**config.mk**
```make
export PLATFORM = sky130hd
export DESIGN_NAME = hid_input_report_scheduler
export DESIGN_NICKNAME = d
export VERILOG_FILES = /design/src/hirs_pkg.sv /design/src/hirs_ctrl.sv /design/src/hirs_dp.sv /design/src/hid_input_report_scheduler.sv
export VERILOG_INCLUDE_DIRS = /design/src /design/src/src
export SDC_FILE = /design/constraint.sdc
export NUM_CORES = 1
export LEC_CHECK = 0
export BUFFER_PORTS_ARGS = -buffer_cell sky130_fd_sc_hd__clkbuf_2
export CORE_ASPECT_RATIO = 1.75
export CORE_MARGIN = 2
export CORE_UTILIZATION = 30
export DETAILED_ROUTE_END_ITERATION = 6
export PLACE_DENSITY = 0.54
export SYNTH_ARGS = -nofsm -noshare
export SYNTH_HDL_FRONTEND = slang
export SYNTH_HIERARCHICAL = 1
export SYNTH_SLANG_ARGS = --single-unit
```
**constraint.sdc**
```tcl
create_clock -name clk -period 5.4 [get_ports clk]
set_clock_uncertainty 0.1 [all_clocks]
set_input_delay 0.81 -clock clk [delete_from_list [all_inputs] [get_ports clk]]
set_output_delay 0.81 -clock clk [all_outputs]
set_load 0.01 [all_outputs]
```
**src/hid_input_report_scheduler_assert.svh**
```systemverilog
// Assertion macros used by the scheduler datapath module.
`ifndef HID_INPUT_REPORT_SCHEDULER_ASSERT_SVH
`define HID_INPUT_REPORT_SCHEDULER_ASSERT_SVH

`ifndef SYNTHESIS

`define HIRS_ASSERT_IMPL(label, clk, rst, ante, cons) \
  label: assert property (@(posedge clk) disable iff (rst) (ante) |-> (cons)) \
    else $error("hirs assertion failed");

`define HIRS_ASSERT_NEXT(label, clk, rst, ante, cons) \
  label: assert property (@(posedge clk) disable iff (rst) (ante) |=> (cons)) \
    else $error("hirs assertion failed");

`else

`define HIRS_ASSERT_IMPL(label, clk, rst, ante, cons)

`define HIRS_ASSERT_NEXT(label, clk, rst, ante, cons)

`endif

`endif

```
**src/hirs_pkg.sv**
```systemverilog
`timescale 1ns / 1ps

package hirs_pkg;

  localparam logic [2:0] KIND_TICK = 3'd0;
  localparam logic [2:0] KIND_CHG  = 3'd1;
  localparam logic [2:0] KIND_DONE = 3'd2;
  localparam logic [2:0] KIND_SET  = 3'd3;
  localparam logic [2:0] KIND_DEF  = 3'd4;

  typedef enum logic [2:0] {
    MODE_TICK,
    MODE_SET,
    MODE_CHG,
    MODE_DEF,
    MODE_SCAN
  } mode_t;

  typedef struct packed {
    logic  load;
    logic  start;
    mode_t mode;
    logic  issue;
    logic  note_cap;
    logic  emit_note;
    logic  emit_send;
  } cmd_t;

  typedef struct packed {
    logic busy;
    logic at_end;
    logic p_valid;
    logic found;
    logic out_free;
  } stat_t;

endpackage

```
**src/hirs_ctrl.sv**
```systemverilog
`timescale 1ns / 1ps

module hirs_ctrl #(
  parameter int MAX_REPORTS = 16
) (
  input  logic                clk,
  input  logic                rst,
  input  logic                in_valid,
  output logic                in_ready,
  input  logic [2:0]          kind,
  input  logic [3:0]          report_index,
  input  hirs_pkg::stat_t     st,
  output hirs_pkg::cmd_t      cmd
);
  import hirs_pkg::*;

  typedef enum logic [2:0] {
    S_IDLE,
    S_SWEEP,
    S_SCAN_INIT,
    S_NOTE,
    S_SEND
  } state_t;

  state_t state;
  logic   do_scan;
  logic   in_scan;
  logic   with_note;
  logic   accept;
  logic   idx_ok;
  logic   sweep_done;

  assign in_ready   = (state == S_IDLE);
  assign accept     = in_valid && in_ready;
  assign idx_ok     = int'(report_index) < MAX_REPORTS;
  assign sweep_done = st.at_end && !st.p_valid;

  always_comb begin
    cmd = '0;
    cmd.mode = MODE_TICK;
    unique case (state)
      S_IDLE: begin
        if (accept) begin
          cmd.load = 1'b1;
          unique case (kind)
            KIND_TICK: begin
              cmd.start = 1'b1;
              cmd.mode  = MODE_TICK;
            end
            KIND_CHG: begin
              cmd.start = idx_ok;
              cmd.mode  = MODE_CHG;
            end
            KIND_DONE: begin
              cmd.note_cap = st.busy;
            end
            KIND_SET: begin
              cmd.start = 1'b1;
              cmd.mode  = MODE_SET;
            end
            KIND_DEF: begin
              cmd.start = idx_ok;
              cmd.mode  = MODE_DEF;
            end
            default: begin
            end
          endcase
        end
      end
      S_SWEEP: begin
        cmd.issue = 1'b1;
      end
      S_SCAN_INIT: begin
        cmd.start = !st.busy;
        cmd.mode  = MODE_SCAN;
      end
      S_NOTE: begin
        cmd.emit_note = st.out_free;
      end
      S_SEND: begin
        cmd.emit_send = st.out_free;
      end
      default: begin
      end
    endcase
  end

  always_ff @(posedge clk) begin
    if (rst) begin
      state     <= S_IDLE;
      do_scan   <= 1'b0;
      in_scan   <= 1'b0;
      with_note <= 1'b0;
    end else begin
      unique case (state)
        S_IDLE: begin
          if (accept) begin
            do_scan   <= 1'b0;
            in_scan   <= 1'b0;
            with_note <= 1'b0;
            unique case (kind)
              KIND_TICK: begin
                do_scan <= 1'b1;
                state   <= S_SWEEP;
              end
              KIND_CHG: begin
                if (idx_ok) begin
                  do_scan <= 1'b1;
                  state   <= S_SWEEP;
                end
              end
              KIND_DONE: begin
                if (st.busy) begin
                  with_note <= 1'b1;
                  state     <= S_SCAN_INIT;
                end
              end
              KIND_SET: begin
                state <= S_SWEEP;
              end
              KIND_DEF: begin
                if (idx_ok) begin
                  state <= S_SWEEP;
                end
              end
              default: begin
              end
            endcase
          end
        end
        S_SWEEP: begin
          if (sweep_done) begin
            if (in_scan) begin
              if (with_note) begin
                state <= S_NOTE;
              end else if (st.found) begin
                state <= S_SEND;
              end else begin
                state <= S_IDLE;
              end
            end else if (do_scan) begin
              state <= S_SCAN_INIT;
            end else begin
              state <= S_IDLE;
            end
          end
        end
        S_SCAN_INIT: begin
          if (st.busy) begin
            state <= S_IDLE;
          end else begin
            in_scan <= 1'b1;
            state   <= S_SWEEP;
          end
        end
        S_NOTE: begin
          if (st.out_free) begin
            state <= st.found ? S_SEND : S_IDLE;
          end
        end
        S_SEND: begin
          if (st.out_free) begin
            state <= S_IDLE;
          end
        end
        default: begin
          state <= S_IDLE;
        end
      endcase
    end
  end

endmodule

```
**src/hirs_dp.sv**
```systemverilog
`timescale 1ns / 1ps
`include "hid_input_report_scheduler_assert.svh"

module hirs_dp #(
  parameter int MAX_REPORTS = 16
) (
  input  logic            clk,
  input  logic            rst,
  input  logic            cfg_valid,
  input  logic [4:0]      cfg_data,
  input  logic [3:0]      report_index,
  input  logic [7:0]      req_id,
  input  logic [7:0]      idle_value,
  input  logic            is_input,
  input  hirs_pkg::cmd_t  cmd,
  output hirs_pkg::stat_t st,
  output logic            out_valid,
  input  logic            out_ready,
  output logic            result_kind,
  output logic [3:0]      out_index,
  output logic [7:0]      out_id,
  output logic            last
);
  import hirs_pkg::*;

  localparam int IDXW = (MAX_REPORTS > 1) ? $clog2(MAX_REPORTS) : 1;
  localparam int CNTW = $clog2(MAX_REPORTS + 1);

  typedef struct packed {
    logic [7:0] id;
    logic       inp;
    logic [7:0] rate;
    logic [7:0] count;
    logic       pend;
  } entry_t;

  entry_t                 entry_mem [MAX_REPORTS];
  logic [MAX_REPORTS-1:0] entry_vld;
  entry_t                 rd_data;
  logic                   rd_vld;

  logic [4:0]      num_reports;
  logic [CNTW-1:0] addr;
  logic [CNTW-1:0] sw_end;
  logic [CNTW-1:0] p_addr;
  logic            p_valid;
  mode_t           mode;
  logic [7:0]      cap_id;
  logic [7:0]      cap_val;
  logic            cap_inp;
  logic            busy;
  logic            found;
  logic [CNTW-1:0] scan_pos;
  logic [7:0]      inflight_id;
  logic [7:0]      note_id;
  logic [3:0]      send_index;

  logic [CNTW-1:0] n;
  logic [CNTW-1:0] idx_cnt;
  logic            issue_ok;
  logic            p_last;
  logic            out_free;
  logic            hit;
  entry_t          cur;
  entry_t          upd;

  assign n = (int'(num_reports) > MAX_REPORTS) ? CNTW'(MAX_REPORTS) : CNTW'(num_reports);
  assign idx_cnt  = CNTW'(report_index);
  assign issue_ok = cmd.issue && (addr < sw_end);
  assign p_last   = (p_addr + CNTW'(1)) == sw_end;
  assign out_free = !out_valid || out_ready;
  assign cur      = rd_vld ? rd_data : '0;

  always_comb begin
    upd = cur;
    hit = 1'b0;
    unique case (mode)
      MODE_TICK: begin
        if (cur.inp && (cur.rate != 8'd0) && (cur.count != 8'hFF)) begin
          upd.count = cur.count + 8'd1;
        end
      end
      MODE_SET: begin
        if (cur.inp && ((cap_id == 8'd0) || (cur.id == cap_id))) begin
          upd.rate = cap_val;
        end
      end
      MODE_CHG: begin
        upd.pend = 1'b1;
      end
      MODE_DEF: begin
        upd.id  = cap_id;
        upd.inp = cap_inp;
      end
      MODE_SCAN: begin
        if (p_valid && cur.inp &&
            (cur.pend || ((cur.rate != 8'd0) && (cur.count >= cur.rate)))) begin
          hit        = 1'b1;
          upd.pend   = 1'b0;
          upd.count  = 8'd0;
        end
      end
      default: begin
      end
    endcase
  end

  assign st.busy     = busy;
  assign st.at_end   = !(addr < sw_end);
  assign st.p_valid  = p_valid;
  assign st.found    = found;
  assign st.out_free = out_free;

  always_ff @(posedge clk) begin
    if (issue_ok) begin
      rd_data <= entry_mem[addr[IDXW-1:0]];
    end
    if (p_valid) begin
      entry_mem[p_addr[IDXW-1:0]] <= upd;
    end
  end

  always_ff @(posedge clk) begin
    if (rst) begin
      num_reports <= '0;
      entry_vld   <= '0;
      rd_vld      <= 1'b0;
      addr        <= '0;
      sw_end      <= '0;
      p_valid     <= 1'b0;
      mode        <= MODE_TICK;
      busy        <= 1'b0;
      found       <= 1'b0;
      scan_pos    <= '0;
      inflight_id <= '0;
      out_valid   <= 1'b0;
    end else begin
      if (cfg_valid) begin
        num_reports <= cfg_data;
      end
      p_valid <= issue_ok && !hit;
      if (issue_ok) begin
        if (!hit) begin
          addr <= addr + CNTW'(1);
        end
        rd_vld <= entry_vld[addr[IDXW-1:0]];
      end
      if (cmd.start) begin
        mode <= cmd.mode;
        unique case (cmd.mode)
          MODE_TICK, MODE_SET: begin
            addr   <= '0;
            sw_end <= n;
          end
          MODE_CHG, MODE_DEF: begin
            addr   <= idx_cnt;
            sw_end <= idx_cnt + CNTW'(1);
          end
          MODE_SCAN: begin
            found  <= 1'b0;
            sw_end <= n;
            if (scan_pos >= n) begin
              addr     <= '0;
              scan_pos <= '0;
            end else begin
              addr <= scan_pos;
            end
          end
          default: begin
          end
        endcase
      end
      if (p_valid) begin
        entry_vld[p_addr[IDXW-1:0]] <= 1'b1;
        if (hit) begin
          busy        <= 1'b1;
          found       <= 1'b1;
          scan_pos    <= p_addr + CNTW'(1);
          inflight_id <= cur.id;
          addr        <= sw_end;
        end else if ((mode == MODE_SCAN) && p_last) begin
          scan_pos <= sw_end;
        end
      end
      if (cmd.note_cap) begin
        busy <= 1'b0;
      end
      if (cmd.emit_note || cmd.emit_send) begin
        out_valid <= 1'b1;
      end else if (out_ready) begin
        out_valid <= 1'b0;
      end
    end
  end

  always_ff @(posedge clk) begin
    if (cmd.load) begin
      cap_id  <= req_id;
      cap_val <= idle_value;
      cap_inp <= is_input;
    end
    if (issue_ok) begin
      p_addr <= addr;
    end
    if (cmd.note_cap) begin
      note_id <= inflight_id;
    end
    if (hit) begin
      send_index <= 4'(p_addr);
    end
    if (cmd.emit_note) begin
      result_kind <= 1'b1;
      out_index   <= 4'd0;
      out_id      <= note_id;
      last        <= !found;
    end else if (cmd.emit_send) begin
      result_kind <= 1'b0;
      out_index   <= send_index;
      out_id      <= inflight_id;
      last        <= 1'b1;
    end
  end

  `HIRS_ASSERT_IMPL(a_emit_free, clk, rst, cmd.emit_note || cmd.emit_send, out_free)
  `HIRS_ASSERT_NEXT(a_hit_busy, clk, rst, hit, busy && found && !p_valid)
  `HIRS_ASSERT_IMPL(a_pipe_range, clk, rst, p_valid, p_addr < sw_end)
  `HIRS_ASSERT_IMPL(a_send_found, clk, rst, cmd.emit_send, found)

endmodule

```
**src/hid_input_report_scheduler.sv**
```systemverilog
`timescale 1ns / 1ps
// HID input report scheduler.
// Input items (kind, report_index, req_id, idle_value, is_input) arrive on the
// in_valid/in_ready channel. Result items (result_kind, out_index, out_id, last)
// leave on the out_valid/out_ready channel; last marks the final result of an item.
// The num_reports register is written on cfg_valid/cfg_ready, which is always ready.
// One item is worked on at a time. Report table entries live in a single memory
// swept one entry per cycle through a registered read. With n entries in use, a
// tick sweeps the counts, then, if no report is in flight, scans and sends; a set
// idle sweeps n entries; a define entry or report changed writes one entry, the
// latter then scans and sends; a send done scans, emits a note, then any send.
// A final result waits in the output register while the next item is accepted;
// when out_ready is low with a result still pending, the block holds in its emit
// step until the receiver takes the earlier result.
// Reset is synchronous: it clears the table, busy flag, scan position, in-flight
// id and num_reports. There is no clearing pass; entries read as zero until
// first written.

module hid_input_report_scheduler #(
  parameter int MAX_REPORTS = 16
) (
  input  logic       clk,
  input  logic       rst,
  input  logic       cfg_valid,
  output logic       cfg_ready,
  input  logic [4:0] cfg_data,
  input  logic       in_valid,
  output logic       in_ready,
  input  logic [2:0] kind,
  input  logic [3:0] report_index,
  input  logic [7:0] req_id,
  input  logic [7:0] idle_value,
  input  logic       is_input,
  output logic       out_valid,
  input  logic       out_ready,
  output logic       result_kind,
  output logic [3:0] out_index,
  output logic [7:0] out_id,
  output logic       last
);
  import hirs_pkg::*;

  cmd_t  cmd;
  stat_t st;

  assign cfg_ready = 1'b1;

  hirs_ctrl #(
    .MAX_REPORTS(MAX_REPORTS)
  ) u_ctrl (
    .clk         (clk),
    .rst         (rst),
    .in_valid    (in_valid),
    .in_ready    (in_ready),
    .kind        (kind),
    .report_index(report_index),
    .st          (st),
    .cmd         (cmd)
  );

  hirs_dp #(
    .MAX_REPORTS(MAX_REPORTS)
  ) u_dp (
    .clk         (clk),
    .rst         (rst),
    .cfg_valid   (cfg_valid),
    .cfg_data    (cfg_data),
    .report_index(report_index),
    .req_id      (req_id),
    .idle_value  (idle_value),
    .is_input    (is_input),
    .cmd         (cmd),
    .st          (st),
    .out_valid   (out_valid),
    .out_ready   (out_ready),
    .result_kind (result_kind),
    .out_index   (out_index),
    .out_id      (out_id),
    .last        (last)
  );

endmodule
```
Word level (Yosys, flattened, before mapping)
Memories as Yosys holds them, arrays and structs flattened. A register that Yosys moved wholly into a read port is not among the register bits.
Cells that the tools add are included.
{ "word_totals": {"register_bits": 106, "ramBits": 416, "inputBits": 34, "output_inout_bits": 17, "wordCells": 176, "memories": 1} }
{ "classes": {"n_addsub": 4, "order_cmp": 7, "n_eq_ne": 26, "n_mux": 68, "bitwise_logic": 1, "n_reduce_logical": 43} }
{ "memory_table": {"columns": ["name", "depth", "word_bits", "read_ports", "rd_clocked_by_memory_dff", "write_ports", "line", "rtl"], "rows": [
  ["u_dp.entry_mem", 16, 26, 1, 1, 1, "hirs_dp.sv:37", "entry_t entry_mem [MAX_REPORTS];"]
]} }
{ "op_table": {"columns": ["op", "count"], "rows": [
  ["$mux 5", 13],
  ["$mux 8", 5],
  ["$mux 1", 27],
  ["$mux 26", 1],
  ["$eq 3x2->1 const B", 8],
  ["$mux 3", 8],
  ["$mux 9", 2],
  ["$or 16x16->16", 1],
  ["$pmux 4 s4", 1],
  ["$pmux 8 s2", 1],
  ["$pmux 3 s5", 1],
  ["$pmux 5 s3", 1],
  ["$eq 3x1->1 const B", 4],
  ["$eq 3x3->1 const B", 4],
  ["$logic_and 1x1->1", 12],
  ["$logic_not 3->1", 4],
  ["$add 5x1->5 const B", 2],
  ["$lt 4x5->1 const B", 2],
  ["$pmux 5 s2", 1],
  ["$add 8x1->8 const B", 1],
  ["$eq 8x8->1", 1],
  ["$ge 8x8->1", 1],
  ["$logic_not 8->1", 1],
  ["$ne 8x8->1 const B", 1],
  ["other kinds (26)", 46]
]} }

Depth between registers and ports, before layout
{ "depth": {"ltp_word": 13, "depth_mapped": 13, "depth_no_buf": 10} }

Cells and area by module
The synthesis kept the hierarchy.
{ "modules_own_cells": {"columns": ["module", "instances", "cells_per_inst", "area_per_inst_um2", "seq_area_each_um2"], "rows": [
  ["hirs_dp", 1, 1158, 21748.4, 15705.1],
  ["hirs_ctrl", 1, 60, 506.7, 120.1],
  ["hid_input_report_scheduler", 1, 2, 11.3, 0.0]
]} }

Worst setup path before layout
No wires, ideal clock.
{ "synth_timing": {"path_type": "flip-flop to flip-flop", "startpoint": "register u_dp.rd_vld", "endpoint": "memory u_dp/entry_mem[0][3] in the netlist's numbering (data pin)", "setup_ps": 284, "t_arrival_ps": 3064, "t_required_ps": 5016, "path_slack_ps": 1953, "path_stages_with_launch": 13, "n_path_buf": 4, "period_less_slack_ps": 3447, "path_cell_list": "dfxtp_1 -> buf_2 -> buf_2 -> clkbuf_1 -> and2_1 -> ha_1 -> and3_1 -> a221o_1 -> a32oi_1 -> a21boi_2 -> inv_2 -> buf_4 -> o21ai_1"} }
{ "synth_rtl": {"columns": ["item", "line", "rtl"], "rows": [
  ["from (decl)", "hirs_dp.sv:40", "logic rd_vld;"],
  ["from (signal assigned)", "hirs_dp.sv:146", "rd_vld <= entry_vld[addr[IDXW-1:0]];"],
  ["to (decl)", "hirs_dp.sv:37", null]
]} }

==> results.cfg <==
[pwr]
net-switching-power_mw = 2.90
fin_total_pwr_mw = 10.5
seq_power_share_pct = 49.1
ir_drop_v = 0.000250
netSwitchingFraction_pct = 27.5
clock_power_share_pct = 32.8
p_comb_share_pct = 18.1
power.leakage_nw = 7.40
power-per-cell-area_nw_per_um2 = 417
cellInternalPower_mw = 7.64

[place]
place_inst = 2180
dp_slack_ns = 1.52
dp.final_hpwl_um = 33300
gpl.final_weighted_congestion = 0.822
place.port_buffers = 49
placed_area_um2 = 23700

[layout]
layout.nets = 1350
design_area_um2 = 25300
stdcell_count = 2269
area_delta_synth_final_pct = 13.5
layout.area.seq_um2 = 15800
multi_input_area_um2 = 6080
utilization_pct = 34.2
n_antenna_cell = 0
final_layout_size_suffix_gt1_share_pct = 26.1
nFillCells = 6924

[clocking]
numCtsBuffers = 50
clock-root-buffer = sky130_fd_sc_hd__clkbuf_16
cts_hold_repair.buffers = 0
cts-root-to-sink-buffers = 3
clock_transition_at_path_regs_ns = 0.06
h-tree-depth = 2
tritoncts_num_sinks = 548
worstSkewPairLatency_ns = 0.60
tritoncts = yes
post_cts.resized_instances = 0
postCtsSetupBuffers = 0

[timing]
timing.final.crit_share_pct = 73.2
tightestPinTransition_ns = 1.23
final_slew_violations = 0
hold_ws_ns = 0.288
report.final.hold_viol_count = 0
rsz_0062_raised_after_global_routing = no
final_worst_slack_ns = 1.45
maxClockFrequency_mhz = 253
totalNegativeSetupSlack_ns = 0
final_period_minus_worst_setup_slack_ns = 3.95
finalSetupViolCount = 0
timing.slew.headroom_pct = 15.5

[floorplanning]
core_area_um2 = 73800
fp.dieW_um = 210
die_area_um2 = 76500
placement_rows = 132
initial_utilization_pct = 30.2
dieHeight_um = 364
io_pins = 51

[min_path]
worst_hold_path_type = in -> reg

[route]
post-route-drc-count = 0
drt_iter0_drc = 778
detail_route.wirelength_um = 55100
first_drt_pass_iteration_count = 5
vias_per_cell = 5.07
dr_total_vias = 11495
antenna_violating_nets_post_route = 0
wire_per_inst_um = 24.3

[grt]
grt.busiest_layer = met2
grt_util_met3_pct = 1.55
grt_start_max_net_pins = 66
globalRouteOverflowTotal = 0
grt_use_met1_pct = 16.9
number_of_global_route_vias_before_repair = 12085
grt.met2_usage_pct = 27.3
grt_antenna_before_repair = 0
global_routing_usage_summed_across_all_routing_layers_pct = 14.5
grt_pass1_wl_um = 80800

[yosys]
ys.warnings.count = 6
ys.flop_type = sky130_fd_sc_hd__edfxtp_1
ys_ff_latch = 548
dominant_cell_by_count_in_the_synthesized_netlist = sky130_fd_sc_hd__edfxtp_1
syn_inst = 1220
synth.lib_cells_used.distinct = 74
synth.largest_area_cell = sky130_fd_sc_hd__edfxtp_1
synthArstFlopShare_pct = 0
yosysTopAreaCellShare_pct = 65.4
synth_enable_flop_cells = 485
yosys-top-cells-area = sky130_fd_sc_hd__edfxtp_1 65%, sky130_fd_sc_hd__mux4_2 14%, sky130_fd_sc_hd__dfxtp_1 5.7%
synth-seq-area-share_pct = 71.1
post_synth.cell_area_avg_um2 = 18.3
synth.net_count = 1276
syn-cell-area_um2 = 22300
synthTopCellsByCount = 485 x sky130_fd_sc_hd__edfxtp_1, 135 x sky130_fd_sc_hd__mux4_2, 65 x sky130_fd_sc_hd__nand2_1, 63 x sky130_fd_sc_hd__dfxtp_1, 38 x sky130_fd_sc_hd__nor2_1

[status]
status = finished, final reports clean

[setup_path]
cp_data_required_time_ns = 5.53
critical_path.startpoint_type = flop
timing_worst_setup_path_type = reg -> reg
r2r_setup_slack_ns = 1.45
critPathCaptureType = flop
worst_ep_arrival_time_ns = 4.08
worst-path-max-fanout = 20

[run]
max-cap-violations = 0
flip-flops by register name, summed over array words and instances, names as in the netlist, 3 cells and up:
register and flops:
u_dp/cap_val 8, u_dp/rd_data 26, u_dp/note_id 8, u_dp/sw_end 5, u_dp/inflight_id 8, u_dp/entry_mem 416
u_dp/cap_id 8, u_dp/out_id 8, u_dp/num_reports 5, u_dp/scan_pos 5, u_dp/send_index 4, u_dp/entry_vld 16
u_ctrl/state 3, u_dp/mode 3, u_dp/addr 5, u_dp/p_addr 5, u_dp/out_index 4
layout make-up:
type | instances | share of cell area, %
Tap cell | 938 | 4.64
Inverter | 26 | 0.386
Clock inverter | 29 | 0.985
Timing Repair Buffer | 85 | 2.09
Sequential cell | 548 | 62.7
Multi-Input combinational cell | 583 | 24.1
Clock buffer | 60 | 5.18
worst max-delay path, stage by stage, from the launching register on:
cell and delay, ns:
sky130_fd_sc_hd__dfxtp_2 0.54, sky130_fd_sc_hd__nand2_1 0.22, sky130_fd_sc_hd__ha_1 0.34, sky130_fd_sc_hd__nor2b_1 0.15
sky130_fd_sc_hd__o22ai_1 0.11, sky130_fd_sc_hd__o221a_2 0.28, sky130_fd_sc_hd__o311ai_0 0.66, sky130_fd_sc_hd__a21boi_0 0.30
sky130_fd_sc_hd__o22ai_1 0.89
power by group through the flow:
stage	Sequential, mW	Combinational (mW)	Clock, mW
2_1_floorplan	5.06	1.49	0
3_3_place_gp	5.26	1.94	0
3_5_place_dp	5.27	1.95	0
4_1_cts	5.18	1.95	3.57
5_1_grt	5.21	2.05	3.70
6_report	5.18	1.90	3.46
metal layers:
| metal | vias up | wire length (um) |
|---|---|---|
| met4 | 0 | 1660 |
| met1 | 6107 | 21500 |
| met5 | - | 0 |
| met2 | 245 | 30100 |
| met3 | 91 | 1800 |
| li1 | 5052 | - |
cell usage in the layout, fill, tap and decap left out, types with 26 or more instances in the layout:
cell / synthesis / final
sky130_fd_sc_hd__buf_4: 7 / 35
sky130_fd_sc_hd__nand2_1: 65 / 64
sky130_fd_sc_hd__o21ai_0: 30 / 26
sky130_fd_sc_hd__dfxtp_1: 63 / 58
sky130_fd_sc_hd__clkbuf_2: 0 / 49
sky130_fd_sc_hd__edfxtp_1: 485 / 485
sky130_fd_sc_hd__a21oi_1: 30 / 30
sky130_fd_sc_hd__mux4_2: 135 / 135
sky130_fd_sc_hd__clkbuf_16: 0 / 51
sky130_fd_sc_hd__nor2_1: 38 / 38
cells by family after synthesis:
family / count (synthesis) / synth area share [%]
and+or+nand+nor: 220 / 5.16
adders and majority gates: 22 / 1.24
other: 1 / 0.0168
xor gates and xnor gates: 19 / 0.747
muxes: 167 / 15.2
buffers and inverters: 89 / 1.74
DFF: 548 / 71.1
AOI/OAI and AO/OA: 154 / 4.87
path summary, 6_finish.rpt:
kind / start / to / cells after the start
worst max-delay path: u_dp/rd_vld / u_dp/entry_mem[8][8] / 8
worst min-delay path: req_id[0] / u_dp/cap_id[0] / 1
worst max register to register: u_dp/rd_vld / u_dp/entry_mem[8][8] / 8
worst min register to register: u_dp/result_kind / u_dp/result_kind / 1
Note: power is estimated with default switching activity, not from simulation.
